`src/rtl/lfota_pkg.sv`:
```
// ----------------------------------------------------------------------------
// lfota_pkg
// Shared constants, register indexes and the sine table entry function for
// the LFO auto-pan block.
// ----------------------------------------------------------------------------
package lfota_pkg;

   localparam int PHASE_BITS_DEF       = 32;
   localparam int SINE_TABLE_DEPTH_DEF = 1024;
   localparam int SAMPLE_BITS_DEF      = 24;

   localparam int CSR_INDEX_BITS = 4;
   localparam int CSR_DATA_BITS  = 32;
   localparam int INCR_BITS      = 32;
   localparam int DEPTH_BITS     = 16;
   localparam int SINE_BITS      = 16;
   localparam int GAIN_BITS      = 32;
   localparam int QUEUE_DEPTH    = 2;

   typedef enum logic [CSR_INDEX_BITS-1:0] {
      REG_PHASE_INCREMENT = 4'd0,
      REG_MOD_DEPTH       = 4'd1
   } reg_index_type;

   localparam logic [INCR_BITS-1:0]  PHASE_INCREMENT_RESET = 32'd26844;
   localparam logic [DEPTH_BITS-1:0] MOD_DEPTH_RESET       = 16'd8192;
   localparam logic [DEPTH_BITS-1:0] FULL_DEPTH            = 16'd32768;

   localparam logic signed [GAIN_BITS-1:0] GAIN_HALF = 32'sd1073741824;

   localparam logic [63:0] Q30_ONE     = 64'd1 << 30;
   localparam logic [63:0] HALF_PI_Q30 = 64'd1686629713;

   // Sine at turn fraction u / 2^32, signed Q1.15, from a quarter-wave
   // Taylor polynomial evaluated in Q2.30.
   function automatic logic signed [SINE_BITS-1:0] sine_entry(input logic [63:0] u);
      logic [1:0]  quad;
      logic [63:0] r;
      logic [63:0] x;
      logic [63:0] z;
      logic [63:0] z2;
      logic [63:0] t;
      logic [63:0] s;
      logic [SINE_BITS-1:0] v;
      quad = u[31:30];
      r    = u & (Q30_ONE - 64'd1);
      x    = quad[0] ? (Q30_ONE - r) : r;
      z    = (x * HALF_PI_Q30 + (Q30_ONE >> 1)) >> 30;
      z2   = (z * z) >> 30;
      t    = Q30_ONE - z2 / 72;
      t    = Q30_ONE - ((z2 * t) >> 30) / 42;
      t    = Q30_ONE - ((z2 * t) >> 30) / 20;
      t    = Q30_ONE - ((z2 * t) >> 30) / 6;
      s    = (z * t) >> 30;
      s    = (s + (64'd1 << 14)) >> 15;
      if (s > 64'd32767) begin
         s = 64'd32767;
      end
      v = s[SINE_BITS-1:0];
      return quad[1] ? $signed(-v) : $signed(v);
   endfunction

endpackage

```
`src/rtl/lfota_queue.sv`:
```
// ----------------------------------------------------------------------------
// lfota_queue
// Short first-in first-out queue between the front and back sections.
// ----------------------------------------------------------------------------
module lfota_queue #(
   parameter int WIDTH = 34
) (
   input  logic             clock,
   input  logic             reset,
   input  logic             push_valid,
   output logic             push_ready,
   input  logic [WIDTH-1:0] push_data,
   output logic             pop_valid,
   input  logic             pop_ready,
   output logic [WIDTH-1:0] pop_data
);
   import lfota_pkg::*;

   localparam int PTR_W = (QUEUE_DEPTH > 1) ? $clog2(QUEUE_DEPTH) : 1;
   localparam int CNT_W = $clog2(QUEUE_DEPTH + 1);

   logic [WIDTH-1:0] mem_ff [QUEUE_DEPTH];
   logic [PTR_W-1:0] wr_ptr_ff, wr_ptr_in;
   logic [PTR_W-1:0] rd_ptr_ff, rd_ptr_in;
   logic [CNT_W-1:0] count_ff, count_in;
   logic             do_push;
   logic             do_pop;

   assign push_ready = (count_ff != CNT_W'(QUEUE_DEPTH));
   assign pop_valid  = (count_ff != '0);
   assign pop_data   = mem_ff[rd_ptr_ff];
   assign do_push    = push_valid && push_ready;
   assign do_pop     = pop_valid && pop_ready;

   always_comb begin
      wr_ptr_in = wr_ptr_ff;
      rd_ptr_in = rd_ptr_ff;
      count_in  = count_ff;
      if (do_push) begin
         wr_ptr_in = (wr_ptr_ff == PTR_W'(QUEUE_DEPTH - 1)) ? '0 : wr_ptr_ff + 1'b1;
      end
      if (do_pop) begin
         rd_ptr_in = (rd_ptr_ff == PTR_W'(QUEUE_DEPTH - 1)) ? '0 : rd_ptr_ff + 1'b1;
      end
      if (do_push && !do_pop) begin
         count_in = count_ff + 1'b1;
      end else if (do_pop && !do_push) begin
         count_in = count_ff - 1'b1;
      end
   end

   always_ff @(posedge clock) begin
      if (reset) begin
         wr_ptr_ff <= '0;
         rd_ptr_ff <= '0;
         count_ff  <= '0;
      end else begin
         wr_ptr_ff <= wr_ptr_in;
         rd_ptr_ff <= rd_ptr_in;
         count_ff  <= count_in;
      end
   end

   always_ff @(posedge clock) begin
      if (do_push) begin
         mem_ff[wr_ptr_ff] <= push_data;
      end
   end

endmodule

```
`config.mk`:
```
export PLATFORM = sky130hd
export DESIGN_NAME = lfota_queue
export DESIGN_NICKNAME = d
export VERILOG_FILES = /design/src/rtl/lfota_pkg.sv /design/src/rtl/lfota_queue.sv
export SDC_FILE = /design/constraint.sdc
export NUM_CORES = 1
export LEC_CHECK = 0
export ABC_CLOCK_PERIOD_IN_PS = 4400
export CAP_MARGIN = 20
export CORE_MARGIN = 8
export CORE_UTILIZATION = 45
export DETAILED_ROUTE_END_ITERATION = 16
export DONT_BUFFER_PORTS = 1
export PLACE_DENSITY = 0.6
export SYNTH_ARGS = -nofsm -noshare
export SYNTH_HDL_FRONTEND = slang
export SYNTH_SLANG_ARGS = --single-unit
```
`constraint.sdc`:
```
create_clock -name clock -period 4.4 [get_ports clock]
set_input_delay 0.66 -clock clock [delete_from_list [all_inputs] [get_ports clock]]
set_output_delay 0.66 -clock clock [all_outputs]
set_load 0.02 [all_outputs]
```
### Yosys cells after proc, flatten, opt, wreduce, memory -nomap -nowiden

Memories as Yosys holds them, arrays and structs flattened. A register that Yosys moved wholly into a read port is not among the register bits.
Cells that the tools add are included.

| storage, ports and cells | value |
|---|---|
| register bits | 4 |
| RAM bits | 68 |
| output and inout port bits | 36 |
| memories | 1 |

Memory list:

| name | depth | width | read ports | clocked after memory_dff | write ports | line | source |
|---|---|---|---|---|---|---|---|
| mem_ff | 2 | 34 | 1 | 1 | 1 | lfota_queue.sv:22 | `logic [WIDTH-1:0] mem_ff [QUEUE_DEPTH];` |

| operators by class | value |
|---|---|
| add/sub/neg operators | 4 |
| equality and inequality tests | 1 |
| multiplexer cells | 8 |
| reduce and logical (&&, ||, !) cells | 8 |

Operator list:

| kind | number |
|---|---|
| $mux 1 | 6 |
| $logic_and 1x1->1 | 4 |
| $mux 2 | 2 |
| $reduce_bool 2->1 | 2 |
| $add 1x1->1 const B | 2 |
| $add 2x1->2 const B | 1 |
| $logic_not 1->1 | 2 |
| $ne 2x2->1 const B | 1 |
| $sub 2x1->2 const B | 1 |

### Longest topological paths before layout

| logic depth | value |
|---|---|
| word-level depth | 6 |
| depth in mapped cells | 6 |
| mapped depth without buffers | 6 |

### Worst setup path after synthesis

Ideal clock, no wire load.

| path | value |
|---|---|
| kind | register to register |
| start point | reg count_ff[0] |
| end point | mem mem_ff[1][0], enable pin |
| library setup time | 0.394 ns |
| data arrival time | 1.606 ns |
| data required time | 4.006 ns |
| path slack | 2.400 ns |
| cell stages (with the launch flop) | 3 |
| clock period less this slack | 2.000 ns |
| path through | dfxtp_1 > nand2b_1 > and3_1 |

| between the ends | value |
|---|---|
| longest elaborated chain between the ends | 4 |

Ends and longest elaborated chain:

| element | line | source |
|---|---|---|
| start, declared | lfota_queue.sv:25 | `logic [CNT_W-1:0] count_ff, count_in;` |
| start signal, assigned | lfota_queue.sv:60 | `count_ff <= count_in;` |
| $ne 2x2->1 | lfota_queue.sv:29 | `assign push_ready = (count_ff != CNT_W'(QUEUE_DEPTH));` |
| net push_ready | lfota_queue.sv:11 | `output logic push_ready,` |
| $logic_and 1x1->1 | lfota_queue.sv:32 | `assign do_push = push_valid && push_ready;` |
| $mux 1 | lfota_queue.sv:65 | `if (do_push) begin` |
| $mux 1 (not written as such) | lfota_queue.sv:66 | `mem_ff[wr_ptr_ff] <= push_data;` |
| end, declared | lfota_queue.sv:22 |  |

The timed path passes the listed nets, and every way through them passes these cells.

==> impl_metrics.yaml <==
synthesis:
  synth_cell_types: 18
  syn_area_um2: 2670
  synthesis.nets: 169
  synth_area_per_cell_um2: 20.6
  ys_warn_count: 0
  syn-instance-count: 130
  synth-seq-cells: 73
  ys_seq_area_share_pct: 80.1
power_and_ir_drop:
  powerDensity_nw_per_um2: 636
  peakVddDrop_mv: 0.349
  p_leak_nw: 0.970
timing:
  layout_setup_ws_ns: 2.06
  finalSetupViolations: 0
  layout_min_cycle_time_ns: 2.34
  hold_slack_ns: 0.384
  slew_viol_final: 0
  finalSetupTns_ns: 0
  fin_crit_sh_pct: 53.2
  rsz0062_at_grt: "false"
  relSlewSlack_pct: 46.4
  fin_skew_ns: 0.00642
  fmax_ghz: 0.427
  worstMarginPinSlew_ns: 0.805
  final_hold_viol_count: 0
setup_path:
  worstPathBufferInverterCount: 0
  ff2ff_setup_slack_ns: 2.25
  cp.arrival_ns: 1.68
  required_ns: 3.74
  crit_chain: "mux2_2"
  path_class: "reg2out"
  slowest_delay_ns: 0.85
  cpMaxStageDelayCell: "dfxtp_2"
  cp_top_family: "flip-flops"
  r2r-end: "mem_ff[0][22]"
  worstRegToRegCells: 4
  critPathLaunchType: "flop"
  reg2reg_from: "count_ff[0]"
  cp-end-kind: "output pin"
  cp_max_fo: 34
placement:
  place.detailed.hpwl_um: 3100
  io_buffers: 0
  gp_congestion: 0.635
  placed_cells: 202
  place_ws_ns: 2.24
clock_tree:
  cts-root-buf: "clkbuf_8"
  cts_hold_buf: 0
  clock-sinks: 73
  cts_tree: "done"
  postCtsSetupRepairBufs: 0
  clk_latency_ns: 0.33
  cts_buffer_depth: 2
  clk_pin_slew_ns: 0.07
  cts_made_buffers: 9
  cts_resized: 0
  cts_max_level: 3
layout:
  final_cells: 218
  fin_util_pct: 50.9
  area_growth_pct: 10.8
  layout_commonest_cell: "edfxtp_1"
  num_antenna_cells: 0
  drive_above_1_share_pct: 37.1
  final_nets: 177
  final_cell_mix: "edfxtp_1 (68), mux2_2 (34), clkbuf_8 (9)"
run_status:
  status: "complete, no violations"
global_route:
  grt_first_pass_wirelength_um: 6800
  gr-total-overflow: 0
  grt_usage_pct: 10.9
  first_global_vias: 1222
  antenna_found_initial: 0
  grt_max_degree: 35
drt:
  num_vias: 1138
  wirelength_um: 4630
  drtIter0Drc: 143
  viasPerCell: 5.22
  wl_per_cell_um: 21.2
  detail_route.drc_violations: 0
  ant_nets: 0
  dr.pass1.iters: 4
die:
  die_y_um: 93.1
  initial_utilization_pct: 46.0
  io_pins: 74
  dieWidth_um: 93.1
  core_area_um2: 5820
  row_count: 28
  fp.dieArea_um2: 8660
hold_path:
  hp-class: "in2reg"
  min_path_cells: 1
  hold_start: "reset"
run:
  maxCapViolCount: 0
sequential cells by signal, indices dropped and copies added, names as in the netlist, named ones only:
register	count
rd_ptr_ff	1
wr_ptr_ff	1
count_ff	2
mem_ff	68
cells in the mapped netlist:
cell	n	area, µm²
ha_1	1	12.5
a21oi_1	2	10.0
or3_1	1	6.26
edfxtp_1	68	2040
nand3b_1	1	7.51
a21bo_2	1	10.0
buf_4	2	15.0
mux2_2	34	383
and3_1	1	6.26
nor2_1	3	11.3
and2_1	1	6.26
dfxtp_1	5	100
buf_2	2	10.0
xor2_1	3	26.3
o21ai_0	2	10.0
inv_1	1	3.75
nand2b_1	1	6.26
or2_2	1	6.26
worst max-delay path by stage:
stage | depth (start not counted) | startpoint | to | slack [ns]
CTS | 1 | flop | pop_data[23] | 2.00
global placement | 4 | count_ff[0] | mem_ff[0][7] | 2.39
detailed placement | 4 | count_ff[0] | mem_ff[0][5] | 2.24
floorplan | 2 | count_ff[0] | mem_ff[1][0] | 2.40
global route | 1 | flop | pop_data[17] | 1.95
finish | 1 | flop | pop_data[13] | 2.06
layer usage:
layer / vias to the layer above / global-route usage (%) / wire length (µm)
li1: 518 / - / -
met1: 561 / 10.2 / 1630
met2: 50 / 17.6 / 2370
met3: 9 / 6.33 / 536
met4: 0 / 7.25 / 90
met5: - / 0 / 0
layout make-up:
type / instances / area [µm²]
Fill cell: 493 / 2860
Sequential cell: 73 / 2140
Multi-Input combinational cell: 52 / 503
Clock buffer: 9 / 124
Tap cell: 75 / 93.8
Clock inverter: 7 / 85.1
Timing Repair Buffer: 1 / 7.51
Inverter: 1 / 3.75
logic make-up (layout without fill, tap and decap cells):
family / count (synthesis) / count (layout) / share of synthesized area, %
DFF: 73 / 73 / 80.2
muxes: 34 / 34 / 14.3
and+or+nand+nor: 9 / 9 / 1.87
AOI/OAI and AO/OA: 5 / 5 / 1.12
buffers and inverters: 5 / 18 / 1.08
xor gates and xnor gates: 3 / 3 / 0.983
adders and majority gates: 1 / 1 / 0.468
power by group:
| part | leakage [nW] | switching, mW | internal (mW) |
|---|---|---|---|
| registers | 0.677 | 0.0695 | 0.871 |
| logic | 0.190 | 0.260 | 0.143 |
| clock network | 0.104 | 0.227 | 0.313 |
through the flow:
stage,instance area [µm²],power [mW]
4_1_cts,2960,1.91
5_1_grt,2960,1.96
3_5_place_dp,2750,1.37
3_3_place_gp,2750,1.35
2_1_floorplan,2670,1.30
6_report,2960,1.88
(Power assumes the default switching activity.)
