===== config.mk =====
export PLATFORM = sky130hd
export DESIGN_NAME = lfota_front
export DESIGN_NICKNAME = d
export VERILOG_FILES = /design/src/rtl/lfota_pkg.sv /design/src/rtl/lfota_front.sv
export SDC_FILE = /design/constraint.sdc
export NUM_CORES = 1
export LEC_CHECK = 0
export ABC_AREA = 1
export BUFFER_PORTS_ARGS = -buffer_cell sky130_fd_sc_hd__clkbuf_2
export CAP_MARGIN = 15
export CORE_MARGIN = 2
export CORE_UTILIZATION = 40
export DETAILED_ROUTE_END_ITERATION = 12
export MAX_ROUTING_LAYER = met4
export SYNTH_ARGS = -nofsm -noshare
export SYNTH_HDL_FRONTEND = slang
export SYNTH_SLANG_ARGS = --single-unit

===== constraint.sdc =====
create_clock -name clock -period 3.6 [get_ports clock]
set_input_delay 0.18 -clock clock [delete_from_list [all_inputs] [get_ports clock]]
set_output_delay 0.18 -clock clock [all_outputs]
set_load 0.05 [all_outputs]

===== src/rtl/lfota_pkg.sv =====
// ----------------------------------------------------------------------------
// lfota_pkg
// Shared constants, register indexes and the sine table entry function for
// the LFO auto-pan block.
// ----------------------------------------------------------------------------
package lfota_pkg;

   localparam int PHASE_BITS_DEF       = 32;
   localparam int SINE_TABLE_DEPTH_DEF = 1024;
   localparam int SAMPLE_BITS_DEF      = 24;

   localparam int CSR_INDEX_BITS = 4;
   localparam int CSR_DATA_BITS  = 32;
   localparam int INCR_BITS      = 32;
   localparam int DEPTH_BITS     = 16;
   localparam int SINE_BITS      = 16;
   localparam int GAIN_BITS      = 32;
   localparam int QUEUE_DEPTH    = 2;

   typedef enum logic [CSR_INDEX_BITS-1:0] {
      REG_PHASE_INCREMENT = 4'd0,
      REG_MOD_DEPTH       = 4'd1
   } reg_index_type;

   localparam logic [INCR_BITS-1:0]  PHASE_INCREMENT_RESET = 32'd26844;
   localparam logic [DEPTH_BITS-1:0] MOD_DEPTH_RESET       = 16'd8192;
   localparam logic [DEPTH_BITS-1:0] FULL_DEPTH            = 16'd32768;

   localparam logic signed [GAIN_BITS-1:0] GAIN_HALF = 32'sd1073741824;

   localparam logic [63:0] Q30_ONE     = 64'd1 << 30;
   localparam logic [63:0] HALF_PI_Q30 = 64'd1686629713;

   // Sine at turn fraction u / 2^32, signed Q1.15, from a quarter-wave
   // Taylor polynomial evaluated in Q2.30.
   function automatic logic signed [SINE_BITS-1:0] sine_entry(input logic [63:0] u);
      logic [1:0]  quad;
      logic [63:0] r;
      logic [63:0] x;
      logic [63:0] z;
      logic [63:0] z2;
      logic [63:0] t;
      logic [63:0] s;
      logic [SINE_BITS-1:0] v;
      quad = u[31:30];
      r    = u & (Q30_ONE - 64'd1);
      x    = quad[0] ? (Q30_ONE - r) : r;
      z    = (x * HALF_PI_Q30 + (Q30_ONE >> 1)) >> 30;
      z2   = (z * z) >> 30;
      t    = Q30_ONE - z2 / 72;
      t    = Q30_ONE - ((z2 * t) >> 30) / 42;
      t    = Q30_ONE - ((z2 * t) >> 30) / 20;
      t    = Q30_ONE - ((z2 * t) >> 30) / 6;
      s    = (z * t) >> 30;
      s    = (s + (64'd1 << 14)) >> 15;
      if (s > 64'd32767) begin
         s = 64'd32767;
      end
      v = s[SINE_BITS-1:0];
      return quad[1] ? $signed(-v) : $signed(v);
   endfunction

endpackage


===== src/rtl/lfota_front.sv =====
// ----------------------------------------------------------------------------
// lfota_front
// Accepts samples, tags each with its sine table index and advances the
// LFO phase accumulator.
// ----------------------------------------------------------------------------
module lfota_front #(
   parameter int PHASE_BITS       = lfota_pkg::PHASE_BITS_DEF,
   parameter int SINE_TABLE_DEPTH = lfota_pkg::SINE_TABLE_DEPTH_DEF,
   parameter int SAMPLE_BITS      = lfota_pkg::SAMPLE_BITS_DEF,
   parameter int IDX_W            = $clog2(SINE_TABLE_DEPTH)
) (
   input  logic                             clock,
   input  logic                             reset,
   input  logic                             req_valid,
   output logic                             req_ready,
   input  logic signed [SAMPLE_BITS-1:0]    req_sample_in,
   input  logic [lfota_pkg::INCR_BITS-1:0]  phase_increment,
   output logic                             push_valid,
   input  logic                             push_ready,
   output logic [SAMPLE_BITS+IDX_W-1:0]     push_data
);
   import lfota_pkg::*;

   localparam int SUM_W  = (PHASE_BITS > INCR_BITS) ? PHASE_BITS : INCR_BITS;
   localparam int PROD_W = PHASE_BITS + IDX_W + 1;

   logic [PHASE_BITS-1:0] phase_ff, phase_in;
   logic [SUM_W-1:0]      phase_sum;
   logic [PROD_W-1:0]     idx_full;
   logic [IDX_W-1:0]      idx;
   logic                  accept;

   assign req_ready  = push_ready;
   assign push_valid = req_valid;
   assign accept     = req_valid && push_ready;

   assign idx_full  = (PROD_W'(phase_ff) * PROD_W'(SINE_TABLE_DEPTH)) >> PHASE_BITS;
   assign idx       = idx_full[IDX_W-1:0];
   assign push_data = {req_sample_in, idx};

   assign phase_sum = SUM_W'(phase_ff) + SUM_W'(phase_increment);
   assign phase_in  = accept ? phase_sum[PHASE_BITS-1:0] : phase_ff;

   always_ff @(posedge clock) begin
      if (reset) begin
         phase_ff <= '0;
      end else begin
         phase_ff <= phase_in;
      end
   end

endmodule


# Word level (Yosys, flattened, before mapping)
# Index checks and enable logic that the tools add are counted.
[classes] add_sub_neg=1 reduce_logical=1
[op_table] op="$add A32 B32 Y32" count=1
[op_table] op="$logic_and A1 B1 Y1" count=1
[totals] ff_bits=32 word_cells=3

# Logic depth before layout (Yosys ltp)
# Gate-level depths: netlist (run 1).
[depth] ltp_word=1 mapped_depth=15

# Least setup slack after synthesis (run 1)
# OpenSTA, ideal clock, no wires.
[synth_path] kind="register -> register" startpoint="register phase_ff[0]" endpoint="register phase_ff[20]" arrival_ps=1630 required_time_ps=3491 setup_slack_ps=1861 stages_incl_launch_ff=13 n_path_buf=0 synth_period_minus_slack_ps=1739 cell_sequence="dfxtp_1 ha_1 fa_1 nand3_1 nand3_1 nand3_1 nand3_2 nand3_1 nand2_1 nand2_1 nand3_1 nand2_1 inv_1"
[synth_via] elab_chain_len=1
[synth_rtl] element="start, declared" line_no="lfota_front.sv:27" source="logic [PHASE_BITS-1:0] phase_ff, phase_in;"
[synth_rtl] element="start signal, assigned" line_no="lfota_front.sv:48" source="phase_ff <= phase_in;"
[synth_rtl] element="$add A32 B32 Y32" line_no="lfota_front.sv:41" source="assign phase_sum = SUM_W'(phase_ff) + SUM_W'(phase_increment);"
# Every way passes these cells.
# A chain may end at the register's enable or synchronous reset.

# Worst setup path after layout (run 1)
# Same ends and word-level chain as after synthesis.

==> flow_metrics.tcl, run 1 <==
set metrics [dict create \
    switchingPower_uw 524 \
    p_leak_uw 0.00262 \
    cts_buffer_depth 2 \
    comb_power_share 0.419 \
    postCtsSetupRepairBufs 0 \
    ys_seq_elements 32 \
    r2r_slack_ps 1680 \
    ir_drop_mv 0.156 \
    hold_violations 0 \
    synth_cells 705 \
    seq_power_share 0.319 \
    dp_hpwl_um 8190 \
    worst_path_most_repeated_cell "nand3_1" \
    ys_seq_area_frac 0.165 \
    cts-buffers-inserted 5 \
    setup_viol_count_final 0 \
    grt_pass1_vias 3702 \
    cts_hold_buffers 0 \
    rsz0062_at_grt "false" \
    fin_skew_ps 7.10 \
    worst_path_largest_cell_delay_ps 440 \
    cts.clk_slew.worst_paths_ps 70 \
    ios 96 \
    start_util 0.416 \
    antenna_found_initial 0 \
    hold-path-endpoint "phase_ff[0]" \
    htree_levels 2 \
    crit_buf_inv 1 \
    drc 0 \
    rows 35 \
    io_buffers 47 \
    drv_cap 0 \
    path_max_fanout 4 \
    fp.coreArea_um2 9330 \
    largest_reg_flops 32 \
    setup_tns_ps 0 \
    ys_top_cells_by_area "nand2_1 (22%), dfxtp_1 (16%), inv_1 (13%), ha_1 (10%), nor2_1 (9.7%)" \
    grt_pass1_wl_um 17200 \
    top_register "phase_ff" \
    arrival_ps 2110 \
    drt_iter0_drc 194 \
    groute.usage.overall 0.211 \
    final.period_utilization 0.533 \
    die_w_um 103 \
    cts_tree "built" \
    num_antenna_cells 0 \
    firstDrtPassIters 5 \
    required_ps 3790 \
    synth_area_um2 3880 \
    reg2regPathDepth 12 \
    vias 3883 \
    synth_edf_count 0 \
    rr_startpoint "phase_ff[0]" \
    worst_slew_pin_slew_ps 703 \
    routed_wl_um 10100 \
    syn2layout_area_growth_pct 5.15 \
    fin_nets 808 \
    crit_chain "ha_1 > fa_1 > nand3_1 > nand3_1 > nand3_1 > nand3_2 > nand3_1 > nand2_1 > nand2_1 > nand3_1 > nand2_1 > inv_1" \
    final_cell_area_um2 4090 \
    startpoint_type "flip-flop" \
    slew_viol_final 0 \
    grt_max_degree 29 \
    hold_path_class "primary input to flip-flop" \
    p_per_area_nw_per_um2 307 \
    yosys.cell_count.top_type "nand2_1" \
    clockRootBuffer "clkbuf_8" \
    ant_nets 0 \
    holdPathStages 4 \
    status "complete, no violations" \
    holdCritStartpoint "phase_increment[0]" \
    die-area_um2 10500 \
    async_flop_share 0 \
    synth_warnings 0 \
    timing.rr.end "phase_ff[20]" \
    clock_latency_ps 290 \
    avgSynthCellArea_um2 5.51 \
    gp_congestion 0.944 \
    yosys.area.top_type "nand2_1" \
    cts_resized 0 \
    cts.sinks 32 \
    critical_path_class "flip-flop to flip-flop" \
    pwr-share-clk 0.262 \
    dpl_cell_area_um2 3990 \
    synthTopCellsByCount "nand2_1 (223), inv_1 (138), nor2_1 (100)" \
    slew_headroom 0.531 \
    avgViaCountPerCell 4.60 \
    p_int_uw 729 \
    fin_crit_ps 1920 \
    cp-end-kind "flip-flop" \
    drive_gt1_frac 0.119 \
    synth_flop_cell "dfxtp_1" \
    wl_per_cell_um 12.0 \
    path_delay_family "simple AND/OR/NAND/NOR gates" \
    die_h_um 103 \
    fmax_mhz 521 \
    grt.overflow.total 0 \
    synth_top_area_share 0.215 \
    p_sw_frac 0.418 \
    syn_nets 797 \
    reg_top3 "phase_ff: 32 flops" \
    crit_path_top_delay_cell "fa_1" \
    whs_ps 275 \
    ys_types 26 \
]
per-layer routing:
| layer | share of wire | up-vias | GRT usage | wire, µm |
|---|---|---|---|---|
| li1 | - | 2089 | - | - |
| met1 | 0.51 | 1686 | 0.299 | 5190 |
| met2 | 0.42 | 98 | 0.328 | 4280 |
| met3 | 0.053 | 10 | 0.0237 | 536 |
| met4 | 0.010 | 0 | 0.0400 | 103 |
| met5 | 0 | - | - | 0 |
placed cells by master (no fill, tap or decap):
cell / instances
nor2_1: 100
o21ai_0: 17
and2_1: 1
inv_1: 138
nor3_2: 1
nand2_1: 223
clkbuf_2: 47
o21ai_1: 2
a21oi_1: 24
a21o_1: 1
xnor2_1: 2
o21bai_2: 1
nor2_2: 5
dfxtp_1: 32
buf_4: 2
nand3_1: 38
nand2_2: 12
nand3_2: 5
inv_2: 5
nand4_1: 3
ha_1: 31
xor2_1: 13
fa_1: 1
nor3_1: 2
clkbuf_8: 7
o21bai_1: 3
worst max-delay path by stage:
stage,start,end,slack (ps),cells past startpoint
finish,phase_ff[0],phase_ff[20],1680,12
global route,phase_ff[0],phase_ff[20],1500,12
CTS,phase_ff[0],phase_ff[24],1680,12
detailed placement,req_valid,phase_ff[28],1660,7
global placement,req_valid,phase_ff[28],1660,7
floorplan,phase_ff[0],phase_ff[20],1860,12
worst register-to-register path, stage by stage, from the launching register on:
cell and delay (ps):
dfxtp_1 320, ha_1 210, fa_1 450, nand3_1 120, nand3_1 130, nand3_1 110, nand3_2 90, nand3_1 120
nand2_1 60, nand2_1 50, nand3_1 60, nand2_1 70, inv_1 30
layout make-up:
type	instances	area, µm²
clock buffer	7	96.3
fill	1077	5240
inverter	143	537
multi-input combinational	485	2400
sequential	32	641
tap	129	161
timing repair buffer	49	250
kinds of logic after synthesis:
group | Yosys count | synth area share
XOR/XNOR | 15 | 0.0338
flip-flops | 32 | 0.165
AO/OA/AOI/OAI | 48 | 0.0660
adder cells (fa/ha/maj) | 32 | 0.105
AND/OR/NAND/NOR | 390 | 0.413
buffers and inverters | 188 | 0.217
power groups by stage:
stage	Clock (µW)	Sequential (µW)	Combinational (µW)
final	329	399	524
after floorplan	0	403	478
after global placement	0	407	516
after detailed placement	0	408	519
after CTS	338	400	522
after global routing	350	404	597
stage by stage:
| stage | power, µW | util | std cells | setup WS (ps) |
|---|---|---|---|---|
| after floorplan | 881 | - | 705 | 1860 |
| after global placement | 923 | 0.428 | 838 | 1660 |
| after detailed placement | 927 | 0.428 | 838 | 1660 |
| after CTS | 1260 | 0.438 | 845 | 1680 |
| after global routing | 1350 | 0.438 | 845 | 1500 |
| final | 1250 | 0.438 | 845 | 1680 |
(Power assumes the default switching activity.)
==> inputs of run 2 (changes only) <==
PLACE_DENSITY = 0.65   (was unset)
clock period = 1.69 ns   (was 3.6 ns; I/O delays follow)
==> flow_metrics.tcl, run 2 (synthesis results as in run 1) <==
set metrics [dict create \
    status "complete, but fails checks" \
    failed_checks "negative setup slack" \
    cts-buffers-inserted 5 \
    met1_usage 0.291 \
    vias 4203 \
    met2_usage 0.362 \
    path_delay_family "simple AND/OR/NAND/NOR gates" \
    layout_common_cells "nand2_1 (170), inv_1 (133), nor2_1 (81), nand2_2 (52), clkbuf_2 (47)" \
    clock_latency_ps 300 \
    start_util 0.416 \
    hold_violations 0 \
    critPathLaunch "phase_ff[0]" \
    arrival_ps 1910 \
    htree_levels 2 \
    rr_startpoint "phase_ff[0]" \
    final.period_utilization 1.01 \
    critical_path_class "flip-flop to flip-flop" \
    routed_wl_um 11500 \
    wl_per_cell_um 13.0 \
    hold_path_class "primary input to primary output" \
    grt_pass1_wl_um 17800 \
    p_leak_uw 0.00291 \
    drt_iter0_drc 226 \
    groute.usage.overall 0.222 \
    dp_slack_ps -175 \
    rows 35 \
    timing.rr.end "phase_ff[20]" \
    cts_buffer_depth 2 \
    clockRootBuffer "clkbuf_8" \
    startpoint_type "flip-flop" \
    drive_gt1_frac 0.360 \
    cp-end-kind "flip-flop" \
    slew_headroom 0.700 \
    top_usage_layer "met2" \
    required_ps 1900 \
    reg_top3 "phase_ff: 32 flops" \
    reg2regPathDepth 12 \
    fmax_mhz 588 \
    fin_skew_ps 9.11 \
    dp_hpwl_um 8490 \
    grt.overflow.total 0 \
    die_h_um 103 \
    crit_buf_inv 1 \
    avgViaCountPerCell 4.77 \
    ir_drop_mv 0.309 \
    gp_congestion 0.988 \
    whs_ps 169 \
    num_antenna_cells 0 \
    drc 0 \
    rsz0062_at_grt "true" \
    grt_max_degree 50 \
    io_buffers 47 \
    critPathCapture "phase_ff[20]" \
    grt_pass1_vias 3962 \
    slew_viol_final 0 \
    ant_nets 0 \
    firstDrtPassIters 4 \
    die-area_um2 10500 \
    fin_crit_ps 1700 \
    syn2layout_area_growth_pct 33.6 \
    top_register "phase_ff" \
    power_uw 3160 \
    antenna_found_initial 0 \
    worst_path_largest_cell_delay_ps 380 \
    crit_chain "ha_4 > fa_2 > nand3_2 > nand3_4 > nand3_4 > nand3_4 > nand3_2 > nand2_1 > nand2_1 > nand3_1 > nand2_1 > inv_1" \
    final_common_cell "nand2_1" \
    worst_slew_pin_slew_ps 450 \
    use_met3 0.0217 \
    path_max_fanout 4 \
    setup_viol_count_final 2 \
    fp.coreArea_um2 9330 \
    cts.clk_slew.worst_paths_ps 80 \
    ios 96 \
    fin_nets 844 \
    p_per_area_nw_per_um2 608 \
    largest_reg_flops 32 \
    worst_slack_ps -11.6 \
    die_w_um 103 \
    cts.sinks 32 \
    cp.depth 12 \
    fillers 923 \
    r2r_slack_ps -10 \
    cts_tree "built" \
    drv_cap 0 \
    crit_path_top_delay_cell "fa_2" \
]
==> run 2: power by group <==
| part | switching [µW] | total, µW | internal (µW) |
|---|---|---|---|
| registers | 59.3 | 880 | 821 |
| logic | 934 | 1590 | 660 |
| clock network | 347 | 681 | 334 |
| total | 1340 | 3160 | 1810 |
==> run 2: layout make-up <==
class	count	area, µm²	share of cell area
multi-input combinational	485	3190	0.615
sequential	32	669	0.129
timing repair buffer	85	541	0.104
inverter	143	539	0.104
tap	129	161	0.0311
clock buffer	8	90.1	0.0174
==> run 2: per-stage QoR <==
stage,cell area (µm²),TNS [ps],utilization,cells
after floorplan,3890,0,-,705
after global placement,4260,-1080,0.457,872
after detailed placement,4260,-1270,0.457,872
after CTS,4690,-297,0.503,881
after global routing,5190,-1520,0.556,882
final,5190,-15.4,0.556,882
==> run 2: repair_timing <==
| item | CTS | global route |
|---|---|---|
| hold buffers | 0 | 0 |
| resized for setup | 53 | 142 |
| hold endpoints to repair | 0 | 0 |
| pin swaps | 13 | 35 |
| setup endpoints to repair | 22 | 28 |
| setup buffers | 1 | 1 |
==> run 2: worst register-to-register path, stage by stage, from the launching register on <==
cell,delay [ps]
dfxtp_2,340
ha_4,160
fa_2,380
nand3_2,100
nand3_4,100
nand3_4,90
nand3_4,90
nand3_2,90
nand2_1,50
nand2_1,50
nand3_1,60
nand2_1,80
inv_1,40
==> run 2: layer usage <==
| metal | share of wire | routed length (µm) |
|---|---|---|
| met1 | 0.47 | 5370 |
| met4 | 0.018 | 201 |
| met3 | 0.053 | 604 |
| met5 | 0 | 0 |
| met2 | 0.46 | 5290 |
==> run 2: how the worst min path moves through the flow <==
stage | start | endpoint | slack (ps) | cells past startpoint
6_report | req_sample_in[0] | push_data[10] | 170 | 0
5_1_grt | req_sample_in[20] | push_data[30] | 170 | 0
4_1_cts | req_sample_in[14] | push_data[24] | 170 | 0
3_5_place_dp | req_sample_in[14] | push_data[24] | 170 | 0
3_3_place_gp | req_sample_in[14] | push_data[24] | 170 | 0
2_1_floorplan | req_sample_in[0] | push_data[10] | 340 | 1
==> inputs of run 3 (changes only) <==
GPL_TIMING_DRIVEN = 0   (was unset)
==> flow_metrics.tcl, run 3 (synthesis results as in run 1) <==
set metrics [dict create \
    fp.coreArea_um2 9330 \
    ir_drop_mv 0.332 \
    die_h_um 103 \
    avgViaCountPerCell 4.66 \
    p_leak_uw 0.00305 \
    final.period_utilization 1.05 \
    routed_wl_um 11600 \
    p_per_area_nw_per_um2 600 \
    clockRootBuffer "clkbuf_8" \
    ios 96 \
    final_cell_area_um2 5380 \
    fin_crit_ps 1770 \
    wl_per_cell_um 12.6 \
    worst_slew_pin_slew_ps 667 \
    vias 4274 \
    setup_viol_count_final 8 \
    critPathCapture "phase_ff[24]" \
    fmax_mhz 565 \
    hold_violations 0 \
    drive_gt1_frac 0.380 \
    gp_congestion 0.918 \
    critical_path_class "flip-flop to flip-flop" \
    cp-end-kind "flip-flop" \
    fin_nets 880 \
    slew_headroom 0.555 \
    seq_area_um2 667 \
    rsz0062_at_grt "true" \
    multi_input_area_um2 3220 \
    r2r_slack_ps -80 \
    reg2regPathDepth 12 \
    rr_startpoint "phase_ff[0]" \
    die-area_um2 10500 \
    fin_skew_ps 6.43 \
    cts_hold_buffers 0 \
    dp_cells 904 \
    drc 0 \
    groute.usage.overall 0.226 \
    largest_reg_flops 32 \
    cts_buffer_depth 2 \
    rows 35 \
    grt.overflow.total 0 \
    drv_cap 0 \
    cts_tree "built" \
    grt_pass1_vias 3893 \
    drt_iter0_drc 181 \
    final_common_cell "nand2_1" \
    htree_levels 2 \
    die_w_um 103 \
    dpl_cell_area_um2 4400 \
    startpoint_type "flip-flop" \
    start_util 0.416 \
    antenna_found_initial 0 \
    required_ps 1890 \
    failed_checks "negative setup slack" \
    grt_pass1_wl_um 18100 \
    fillers 952 \
    io_buffers 70 \
    clock_latency_ps 290 \
    grt_max_degree 11 \
    timing.rr.end "phase_ff[24]" \
    worst_slack_ps -78.9 \
    firstDrtPassIters 5 \
    dp_hpwl_um 8810 \
    instances_no_fill 918 \
    critPathLaunch "phase_ff[0]" \
    layout_common_cells "nand2_1 (176), inv_1 (131), nor2_1 (82), clkbuf_2 (70), nand2_2 (46)" \
    cts.clk_slew.worst_paths_ps 70 \
    slew_viol_final 0 \
    cts-buffers-inserted 5 \
    num_antenna_cells 0 \
    reg_top3 "phase_ff: 32 flops" \
    status "complete, but fails checks" \
    syn2layout_area_growth_pct 38.5 \
    arrival_ps 1970 \
    cts.sinks 32 \
    hold_path_class "primary input to flip-flop" \
    path_max_fanout 4 \
    top_register "phase_ff" \
    ant_nets 0 \
]
==> run 3: power by group <==
part	internal, µW	total [µW]	switching [µW]
combinational	655	1700	1040
sequential	822	882	60.3
clock	333	649	316
==> run 3: layout make-up <==
type	count	share of cell area
Multi-Input combinational cell	485	0.599
Sequential cell	32	0.124
Inverter	143	0.0997
Timing Repair Buffer	76	0.0735
Buffer	45	0.0572
Tap cell	129	0.0300
Clock buffer	8	0.0167
==> run 3: routing by layer <==
layer / part of all wire / up-vias / global-route usage
met5: 0 / - / -
met4: 0.0095 / 0 / 0.0441
met3: 0.057 / 10 / 0.0224
met2: 0.47 / 123 / 0.375
met1: 0.47 / 1900 / 0.301
li1: - / 2241 / -
==> run 3: how the worst min path moves through the flow <==
stage                        start            end  cells past startpoint
2_1_floorplan     req_sample_in[0]  push_data[10]                      1
3_3_place_gp           phase_ff[0]    phase_ff[0]                      2
3_5_place_dp    phase_increment[0]    phase_ff[0]                      4
4_1_cts        phase_increment[31]   phase_ff[31]                      6
5_1_grt         phase_increment[0]    phase_ff[0]                      4
6_report       phase_increment[31]   phase_ff[31]                      6
==> run 3: critical path, stage by stage, from the launching register on <==
cell	delay (ps)
dfxtp_2	340
ha_4	160
fa_2	380
nand3_2	100
nand3_4	100
nand2_2	100
nand2_2	80
nand2_2	90
nand3_1	80
nand2_1	60
nand3_1	80
nand2_1	70
inv_1	30
==> run 3: repair_timing <==
| item | CTS | global route |
|---|---|---|
| buffers inserted | 4 | 2 |
| pin swaps | 8 | 27 |
| gates resized for setup | 72 | 120 |
| endpoints found under the setup margin | 22 | 25 |
==> run 3: through the flow <==
stage | hold WS [ps] | total power [µW] | util | TNS, ps | setup WS [ps]
2_1_floorplan | 336 | 1880 | - | 0 | 15.8
3_3_place_gp | 469 | 2160 | 0.472 | -2250 | -290
3_5_place_dp | 482 | 2180 | 0.472 | -2660 | -315
4_1_cts | 190 | 3030 | 0.530 | -328 | -95.9
5_1_grt | 247 | 3460 | 0.577 | -1510 | -154
6_report | 195 | 3230 | 0.577 | -333 | -78.9
